### src/hdl/brc_pkg.sv
// brc_pkg: constants and helpers for the byte recurrence checksum unit
// no dependencies; imported by byte_recurrence_checksum_unit and brc_checker

package brc_pkg;

    // field widths
    localparam int unsigned BYTE_W  = 8;
    localparam int unsigned SUM_W   = 16;
    localparam int unsigned INDEX_W = 8;

    // recurrence constants
    localparam logic [SUM_W-1:0]   CK_MOD       = 16'hFFFF;
    localparam logic [BYTE_W-1:0]  FIRST_OFFSET = 8'd7;
    localparam logic [INDEX_W-1:0] ALPHA_MUL    = 8'd17;
    localparam logic [INDEX_W-1:0] BETA_MUL     = 8'd31;

    // product widths: (byte + alpha) is 9 bits, cur is 16 bits
    localparam int unsigned PROD_W = BYTE_W + 1 + SUM_W;
    localparam int unsigned SUB_W  = INDEX_W + SUM_W;

    // reduce a 25-bit value modulo 65535 by folding the high part onto the low
    function automatic logic [SUM_W-1:0] fold_mod(input logic [PROD_W-1:0] x);
        logic [SUM_W:0] s;
        s = {1'b0, x[SUM_W-1:0]} + (SUM_W+1)'(x[PROD_W-1:SUM_W]);
        if (s >= {1'b0, CK_MOD}) begin
            s = s - {1'b0, CK_MOD};
        end
        return s[SUM_W-1:0];
    endfunction

endpackage

### src/hdl/byte_recurrence_checksum_unit.sv
// byte_recurrence_checksum_unit: second-order recurrence hash over byte records
// depends on brc_pkg (constants and the modulo-65535 fold)
//
// usage
//   slave stream: one data byte per word, tlast marks the final byte of a record
//   master stream: one 16-bit checksum word per record, in the range 0..65534
//   each accepted byte is folded into the running state in the cycle it is
//   accepted: a multiply, a subtract and a modulo-65535 fold set the cycle time
//   throughput is one byte per cycle, with no gap between records, while no checksum waits on a stalled receiver
//   the checksum shows on the master side in the cycle after the last byte of a
//   record is accepted and stays there until it is taken
//   a single output register sits between the two sides; input words are taken
//   while that register is empty or is being emptied in the same cycle, so a
//   stalled receiver holds off the sender only while a checksum waits
//   reset (synchronous, active low) drops any partial record and any pending
//   checksum; the next byte accepted starts a new record

module byte_recurrence_checksum_unit (
    input  logic                        i_clk,
    input  logic                        i_rst_n,
    // slave stream
    input  logic                        i_s_axis_tvalid,
    output logic                        o_s_axis_tready,
    input  logic [brc_pkg::BYTE_W-1:0]  i_s_axis_tdata,   // [7:0] data_byte
    input  logic                        i_s_axis_tlast,   // last byte of the record
    // master stream
    output logic                        o_m_axis_tvalid,
    input  logic                        i_m_axis_tready,
    output logic [brc_pkg::SUM_W-1:0]   o_m_axis_tdata    // [15:0] checksum
);
    import brc_pkg::*;

    // recurrence state
    logic [SUM_W-1:0]   r_prev, n_prev;
    logic [SUM_W-1:0]   r_cur, n_cur;
    logic [INDEX_W-1:0] r_index, n_index;
    logic               r_in_record, n_in_record;

    // output register
    logic               r_out_valid, n_out_valid;
    logic [SUM_W-1:0]   r_out_data, n_out_data;

    logic               in_word;
    logic [INDEX_W-1:0] alpha;
    logic [INDEX_W-1:0] beta;
    logic [PROD_W-1:0]  prod;
    logic [SUB_W-1:0]   sub;
    logic               no_wrap;
    logic [PROD_W-1:0]  diff;
    logic [SUM_W-1:0]   folded;
    logic [SUM_W-1:0]   step_val;

    // handshake
    assign o_s_axis_tready = !r_out_valid || i_m_axis_tready;
    assign in_word         = i_s_axis_tvalid && o_s_axis_tready;

    // per-position coefficients, modulo 256 by truncation
    assign alpha = INDEX_W'(r_index * ALPHA_MUL);
    assign beta  = INDEX_W'(r_index * BETA_MUL);

    // products of the recurrence
    assign prod = PROD_W'({1'b0, i_s_axis_tdata} + {1'b0, alpha}) * PROD_W'(r_cur);
    assign sub  = SUB_W'(beta) * SUB_W'(r_prev);

    // magnitude of the difference, then fold
    assign no_wrap = prod >= PROD_W'(sub);
    assign diff    = no_wrap ? (prod - PROD_W'(sub)) : (PROD_W'(sub) - prod);
    assign folded  = fold_mod(diff);

    // an underflow wraps modulo 2^64, which is 1 modulo 65535
    always_comb begin
        if (no_wrap) begin
            step_val = folded;
        end else if (folded <= SUM_W'(1)) begin
            step_val = SUM_W'(1) - folded;
        end else begin
            step_val = ~folded + SUM_W'(1);
        end
    end

    // next state of the recurrence and the output register
    always_comb begin
        n_prev      = r_prev;
        n_cur       = r_cur;
        n_index     = r_index;
        n_in_record = r_in_record;
        n_out_valid = r_out_valid && !i_m_axis_tready;
        n_out_data  = r_out_data;
        if (in_word) begin
            if (!r_in_record) begin
                n_prev      = SUM_W'(1);
                n_cur       = SUM_W'(i_s_axis_tdata) + SUM_W'(FIRST_OFFSET);
                n_index     = INDEX_W'(1);
                n_in_record = 1'b1;
            end else begin
                n_prev  = r_cur;
                n_cur   = step_val;
                n_index = r_index + INDEX_W'(1);
            end
            if (i_s_axis_tlast) begin
                n_in_record = 1'b0;
                n_index     = '0;
                n_out_valid = 1'b1;
                n_out_data  = n_cur;
            end
        end
    end

    // control and state registers
    always_ff @(posedge i_clk) begin
        if (!i_rst_n) begin
            r_prev      <= SUM_W'(1);
            r_cur       <= '0;
            r_index     <= '0;
            r_in_record <= 1'b0;
            r_out_valid <= 1'b0;
        end else begin
            r_prev      <= n_prev;
            r_cur       <= n_cur;
            r_index     <= n_index;
            r_in_record <= n_in_record;
            r_out_valid <= n_out_valid;
        end
    end

    // checksum payload
    always_ff @(posedge i_clk) begin
        r_out_data <= n_out_data;
    end

    assign o_m_axis_tvalid = r_out_valid;
    assign o_m_axis_tdata  = r_out_data;

endmodule

### config.mk
export PLATFORM = sky130hd
export DESIGN_NAME = byte_recurrence_checksum_unit
export DESIGN_NICKNAME = d
export VERILOG_FILES = /design/src/hdl/brc_pkg.sv /design/src/hdl/byte_recurrence_checksum_unit.sv
export SDC_FILE = /design/constraint.sdc
export NUM_CORES = 1
export LEC_CHECK = 0
export BUFFER_PORTS_ARGS = -buffer_cell sky130_fd_sc_hd__buf_4
export CAP_MARGIN = 40
export CORE_UTILIZATION = 64
export DETAILED_ROUTE_END_ITERATION = 8
export GPL_TIMING_DRIVEN = 0
export PLACE_DENSITY = 0.82
export SLEW_MARGIN = 20
export SYNTH_ARGS = -nofsm -noshare
export SYNTH_HDL_FRONTEND = slang
export SYNTH_SLANG_ARGS = --single-unit
### constraint.sdc
create_clock -name i_clk -period 34.9 [get_ports i_clk]
set_input_delay 6.98 -clock i_clk [delete_from_list [all_inputs] [get_ports i_clk]]
set_output_delay 6.98 -clock i_clk [all_outputs]
set_load 0.05 [all_outputs]
==> results.cfg, run 1 <==
[yosys]
synth_warnings = 0
synth-async-reset-ratio = 0
ys_seq_area_frac = 0.0791
netlist_top_cells_count = inv_1 (301), nand2_1 (250), fa_1 (197)
synth.cell_area_um2 = 16700
synth_edf_count = 16
syn_nets = 2481
yosysMostFrequentCell = inv_1
syn_inst = 2099
yosysTopAreaCellShare = 0.236
yosys_most_used_dff = dfxtp_1
synth.distinct_cells = 91
synth_top_cell_by_area = fa_1
synth_seq_cells = 58
avgSynthCellArea_um2 = 7.95
yosys-top-cells-area = fa_1 (24%), ha_1 (13%), inv_1 (6.8%)

[floorplanning]
rows = 58
fp.dieH_um = 164
io_pins = 31
core_area_um2 = 25400
start_util = 0.657
die_w_um = 164
die_area_um2 = 26700

[drt]
drt_iter0_markers = 1667
wire_per_inst_um = 20.8
postRouteAntennaNets = 0
vias_per_cell = 6.32
drt_first_pass_iters = 8
drc_errors = 0
vias = 15700
drt-total-wl_um = 51700

[timing]
hold_slack_ps = 509
maxSlewViolCount = 0
worst_slew_pin_slew_ps = 909
fin_crit_sh = 0.719
rsz0062_at_grt = no
skew_ps = 10.3
hold_viol_final = 0
setup_viol = 0
slew_headroom = 0.390
max_freq_mhz = 39.9
period_minus_slack_ps = 25090
tns_ps = 0

[clocking]
cts_sinks = 58
ctsResizeCount = 0
htreeDepth = 3
cts-root-buf = clkbuf_16
cts_buffers = 9
clk_latency_ps = 340
cts.clk_slew.worst_paths_ps = 60
cts_buffer_depth = 2
cts_tree = yes
post_cts_buffers = 0
postCtsHoldBufs = 0

[finish]
utilization = 0.695
final_nets = 2528
drive_gt1_frac = 0.0516
seq_area_um2 = 1320
diodes = 0
fin_cells = 2481
area_delta_synth_final_pct = 5.74
fillers = 2082
multi_input_area_um2 = 13900

[worst_setup_path]
crit_top_cell = a21oi_1
cp.arrival_ps = 25130
worst_setup_path_start_kind = input pin
crit_path_top_delay_cell = a31oi_1
slowest_delay_ps = 710
worstPathMaxFanout = 10
worstSetupEndpointType = flop
worstPathRequired_ps = 34940
worstSetupPathType = input pin to flop

[place]
dp_hpwl_um = 42600
finalWeightedCongestion = 0.978
port_buffers = 30
dp.cells = 2464

[grt]
grt_max_degree = 18
grt_use_total = 0.395
antenna_found_initial = 0
grt_pass1_vias = 15100
overflow = 0
grt_first_pass_wirelength_um = 80600

[worst_hold_path]
min_path_type = flop to flop

[run]
max_cap_viol_count = 0

[outcome]
status = complete, no violations
## metrics by stage
stage | instance area, um^2 | setup WS [ps]
floorplan | 16700 | 13430
global placement | 17300 | 10160
detailed placement | 17400 | 10140
CTS | 17600 | 10360
global route | 17700 | 8970
finish | 17700 | 9810
## worst paths after layout
check                           endpoint  slack [ps]                    start  depth (start not counted)
max          o_m_axis_tdata[5]$_DFFE_PP_        9810        i_s_axis_tdata[0]                         68
min               r_prev[5]$_SDFFE_PN0P_         510    r_cur[5]$_SDFFE_PN0P_                          2
max reg2reg  o_m_axis_tdata[5]$_DFFE_PP_       15220  r_index[2]$_SDFFE_PN0P_                         68
min reg2reg       r_prev[5]$_SDFFE_PN0P_         510    r_cur[5]$_SDFFE_PN0P_                          2
## worst max-delay path: cells and delay by family
family,cells,cell delay [ps]
XOR/XNOR,4,950
AO/OA/AOI/OAI,28,6400
buffers and inverters,11,3600
AND/OR/NAND/NOR,15,3080
adder cells (fa/ha/maj),10,4100
## registers in the layout, summed over array words and instances, names as in the netlist
signal / flops
r_index: 8
r_prev: 16
r_cur: 16
o_m_axis_tdata: 16
r_in_record: 1
o_m_axis_tvalid: 1
## layout by cell type (no fill, tap or decap), drive strengths merged, types with 42 or more instances in the layout
cell type / synthesis / routed
clkbuf: 67 / 77
nand2: 251 / 251
nor2: 104 / 104
o21ai: 79 / 79
dfxtp: 42 / 42
and2: 146 / 146
fa: 197 / 197
a21oi: 103 / 103
nand3: 49 / 49
buf: 23 / 59
xnor2: 85 / 85
ha: 172 / 172
inv: 301 / 303
## metal layers
metal,track usage,wire length (um),vias up
met5,0,0,-
met3,0.0767,5090,180
met2,0.623,23200,829
met4,0.204,2990,0
li1,-,-,7069
met1,0.515,20400,7610
## cells by family (layout without fill, tap and decap cells)
family,count (synthesis),after routing,synth area share
AO/OA/AOI/OAI,443,443,0.182
adder cells (fa/ha/maj),370,370,0.366
buffers and inverters,391,443,0.0896
flip-flops,58,58,0.0791
multiplexers,12,12,0.00742
AND/OR/NAND/NOR,700,700,0.211
XOR/XNOR,125,125,0.0656
## layout make-up
| class | count | area share |
|---|---|---|
| Sequential cell | 58 | 0.0749 |
| Clock buffer | 10 | 0.0135 |
| Clock inverter | 6 | 0.00227 |
| Inverter | 301 | 0.0640 |
| Timing Repair Buffer | 36 | 0.0151 |
| Multi-Input combinational cell | 1650 | 0.786 |
| Tap cell | 330 | 0.0234 |
| Buffer | 90 | 0.0207 |
Power of run 1 is not shown: default switching activity piles up to over one toggle a cycle in this logic, so the estimate is an artifact.
==> run 2: changes to the inputs <==
--- a/config.mk
+++ b/config.mk
@@ -5,12 +5,13 @@
 export SDC_FILE = /design/constraint.sdc
 export NUM_CORES = 1
 export LEC_CHECK = 0
+export ABC_AREA = 1
 export BUFFER_PORTS_ARGS = -buffer_cell sky130_fd_sc_hd__buf_4
 export CAP_MARGIN = 40
-export CORE_UTILIZATION = 64
+export CORE_UTILIZATION = 60
 export DETAILED_ROUTE_END_ITERATION = 8
 export GPL_TIMING_DRIVEN = 0
-export PLACE_DENSITY = 0.82
+export PLACE_DENSITY = 0.81
 export SLEW_MARGIN = 20
 export SYNTH_ARGS = -nofsm -noshare
 export SYNTH_HDL_FRONTEND = slang
==> constraint.sdc (replaced) <==
create_clock -name i_clk -period 21.4 [get_ports i_clk]
set_input_delay 4.28 -clock i_clk [delete_from_list [all_inputs] [get_ports i_clk]]
set_output_delay 4.28 -clock i_clk [all_outputs]
set_load 0.05 [all_outputs]
==> run 2 against run 1 <==
- the flow now finishes with violations (DRC)
- hold slack improved by 47 ps
- first-iteration DRC count decreased by 18%
- synthesized area decreased by 3.0%
- highest routed layer unchanged
==> results.cfg, run 2 <==
[timing]
hold_viol_final = 0
tns_ps = 0
slew_headroom = 0.390
rsz0062_at_grt = no
skew_ps = 7.42
worst_slew_pin_slew_ps = 915
maxSlewViolCount = 0
setup_viol = 0
max_freq_mhz = 51.5
fin_crit_sh = 0.907
period_minus_slack_ps = 19410

[yosys]
yosys_most_used_dff = dfxtp_1
synth_edf_count = 16
ys_seq_area_frac = 0.0816
avgSynthCellArea_um2 = 6.90
synth.distinct_cells = 53
netlist_top_cells_count = nand2_1 (541), inv_1 (529), fa_1 (197)
syn_nets = 2730
yosysTopAreaCellShare = 0.243
syn_inst = 2348
synth-async-reset-ratio = 0
synth_top_cell_by_area = fa_1
yosys-top-cells-area = fa_1 (24%), ha_1 (13%), nand2_1 (13%)
synth_seq_cells = 58
synth_warnings = 0
synth.cell_area_um2 = 16200
yosysMostFrequentCell = nand2_1

[finish]
diodes = 0
final_nets = 2773
final_common_cell = nand2_1
area_delta_synth_final_pct = 5.75
utilization = 0.652
final_cell_mix = nand2_1 (541), inv_1 (529), fa_1 (197)
drive_gt1_frac = 0.0551

[floorplanning]
rows = 59
die_w_um = 166
die_area_um2 = 27700
fp.dieH_um = 166
io_pins = 31
core_area_um2 = 26300
start_util = 0.616

[grt]
grt_max_degree = 17
antenna_found_initial = 0
grt_pass1_vias = 14600
grt_use_total = 0.344
overflow = 0
grt_first_pass_wirelength_um = 75000

[worst_setup_path]
crit_top_cell = nand2_1
setup.worst_path.start = i_s_axis_tdata[2]
slowest_delay_ps = 590
r2r_slack_ps = 5370
cp.arrival_ps = 19510
worstSetupPathType = input pin to flop
worstPathRequired_ps = 21490
worstPathMaxFanout = 10
reg2reg_depth = 79
crit_path_top_delay_cell = fa_1
reg2reg_from = r_index[1]$_SDFFE_PN0P_
worst_setup_path_start_kind = input pin
worstSetupEndpointType = flop
r2r_end = o_m_axis_tdata[2]$_DFFE_PP_

[drt]
drt_first_pass_iters = 8
drt_iter0_markers = 1361
vias_per_cell = 5.56
drt-total-wl_um = 46300
vias = 15200
drc_errors = 5
wire_per_inst_um = 16.9
postRouteAntennaNets = 0

[run]
max_cap_viol_count = 0

[clocking]
clk_latency_ps = 340
cts.clk_slew.worst_paths_ps = 50
cts_tree = yes
post_cts_buffers = 0
ctsResizeCount = 0
cts_buffers = 9
htreeDepth = 3
postCtsHoldBufs = 0
cts_buffer_depth = 2
cts_sinks = 58
cts-root-buf = clkbuf_16

[outcome]
violations = DRC
status = finished with violations

[worst_hold_path]
worstHoldPathCells = 2
worstHoldEndpoint = r_index[6]$_SDFFE_PN0P_
holdCritStartpoint = r_index[6]$_SDFFE_PN0P_
min_path_type = flop to flop

[place]
port_buffers = 30
finalWeightedCongestion = 1.01
dp_hpwl_um = 39500
==> run 2: cell families after synthesis <==
group,after synthesis,share of synthesized area
AOI/OAI and AO/OA,301,0.107
and+or+nand+nor,909,0.235
muxes,2,0.00124
adders and majority gates,369,0.376
buffers and inverters,605,0.143
xor gates and xnor gates,104,0.0562
DFF,58,0.0816
==> run 2: cell type report <==
cell class              instances  area, um^2
well taps                     335         419
flip-flops and latches         58        1320
inverters                     539        2020
clock inverters                 5        31.3
multi-input cells            1685       12600
fillers                      2354        9150
plain buffers                  66         285
clock buffers                  11         233
repair buffers                 32         245
==> run 2: layer usage <==
| layer | share of wire | track usage | up-vias |
|---|---|---|---|
| met2 | 0.46 | 0.561 | 637 |
| met1 | 0.42 | 0.462 | 7210 |
| li1 | - | - | 7254 |
| met3 | 0.093 | 0.0710 | 81 |
| met4 | 0.030 | 0.101 | 0 |
| met5 | 0 | 0 | - |
==> run 2: worst max-delay path, delay by kind of cell <==
family | cells | cell delay, ps
AND/OR/NAND/NOR | 44 | 5660
adder cells (fa/ha/maj) | 10 | 4260
buffers and inverters | 14 | 2460
AO/OA/AOI/OAI | 12 | 1990
XOR/XNOR | 3 | 810
==> run 2: how the worst max path moves through the flow <==
| stage | slack, ps | to | cells past startpoint |
|---|---|---|---|
| 2_1_floorplan | 5050 | o_m_axis_tdata[13]$_DFFE_PP_ | 82 |
| 3_3_place_gp | 2430 | o_m_axis_tdata[2]$_DFFE_PP_ | 83 |
| 3_5_place_dp | 2090 | o_m_axis_tdata[2]$_DFFE_PP_ | 83 |
| 4_1_cts | 2380 | o_m_axis_tdata[2]$_DFFE_PP_ | 83 |
| 5_1_grt | 1000 | o_m_axis_tdata[14]$_DFFE_PP_ | 82 |
| 6_report | 1990 | o_m_axis_tdata[2]$_DFFE_PP_ | 83 |
==> run 2: through the flow <==
stage | setup slack (ps) | area (um^2) | hold WS [ps] | std cells
6_report | 1990 | 17100 | 556 | 2731
5_1_grt | 1000 | 17100 | 613 | 2731
4_1_cts | 2380 | 17100 | 556 | 2731
3_5_place_dp | 2090 | 16900 | 546 | 2715
3_3_place_gp | 2430 | 16800 | 529 | 2713
2_1_floorplan | 5050 | 16200 | 499 | 2348
Power of run 2 is left out for the same reason.
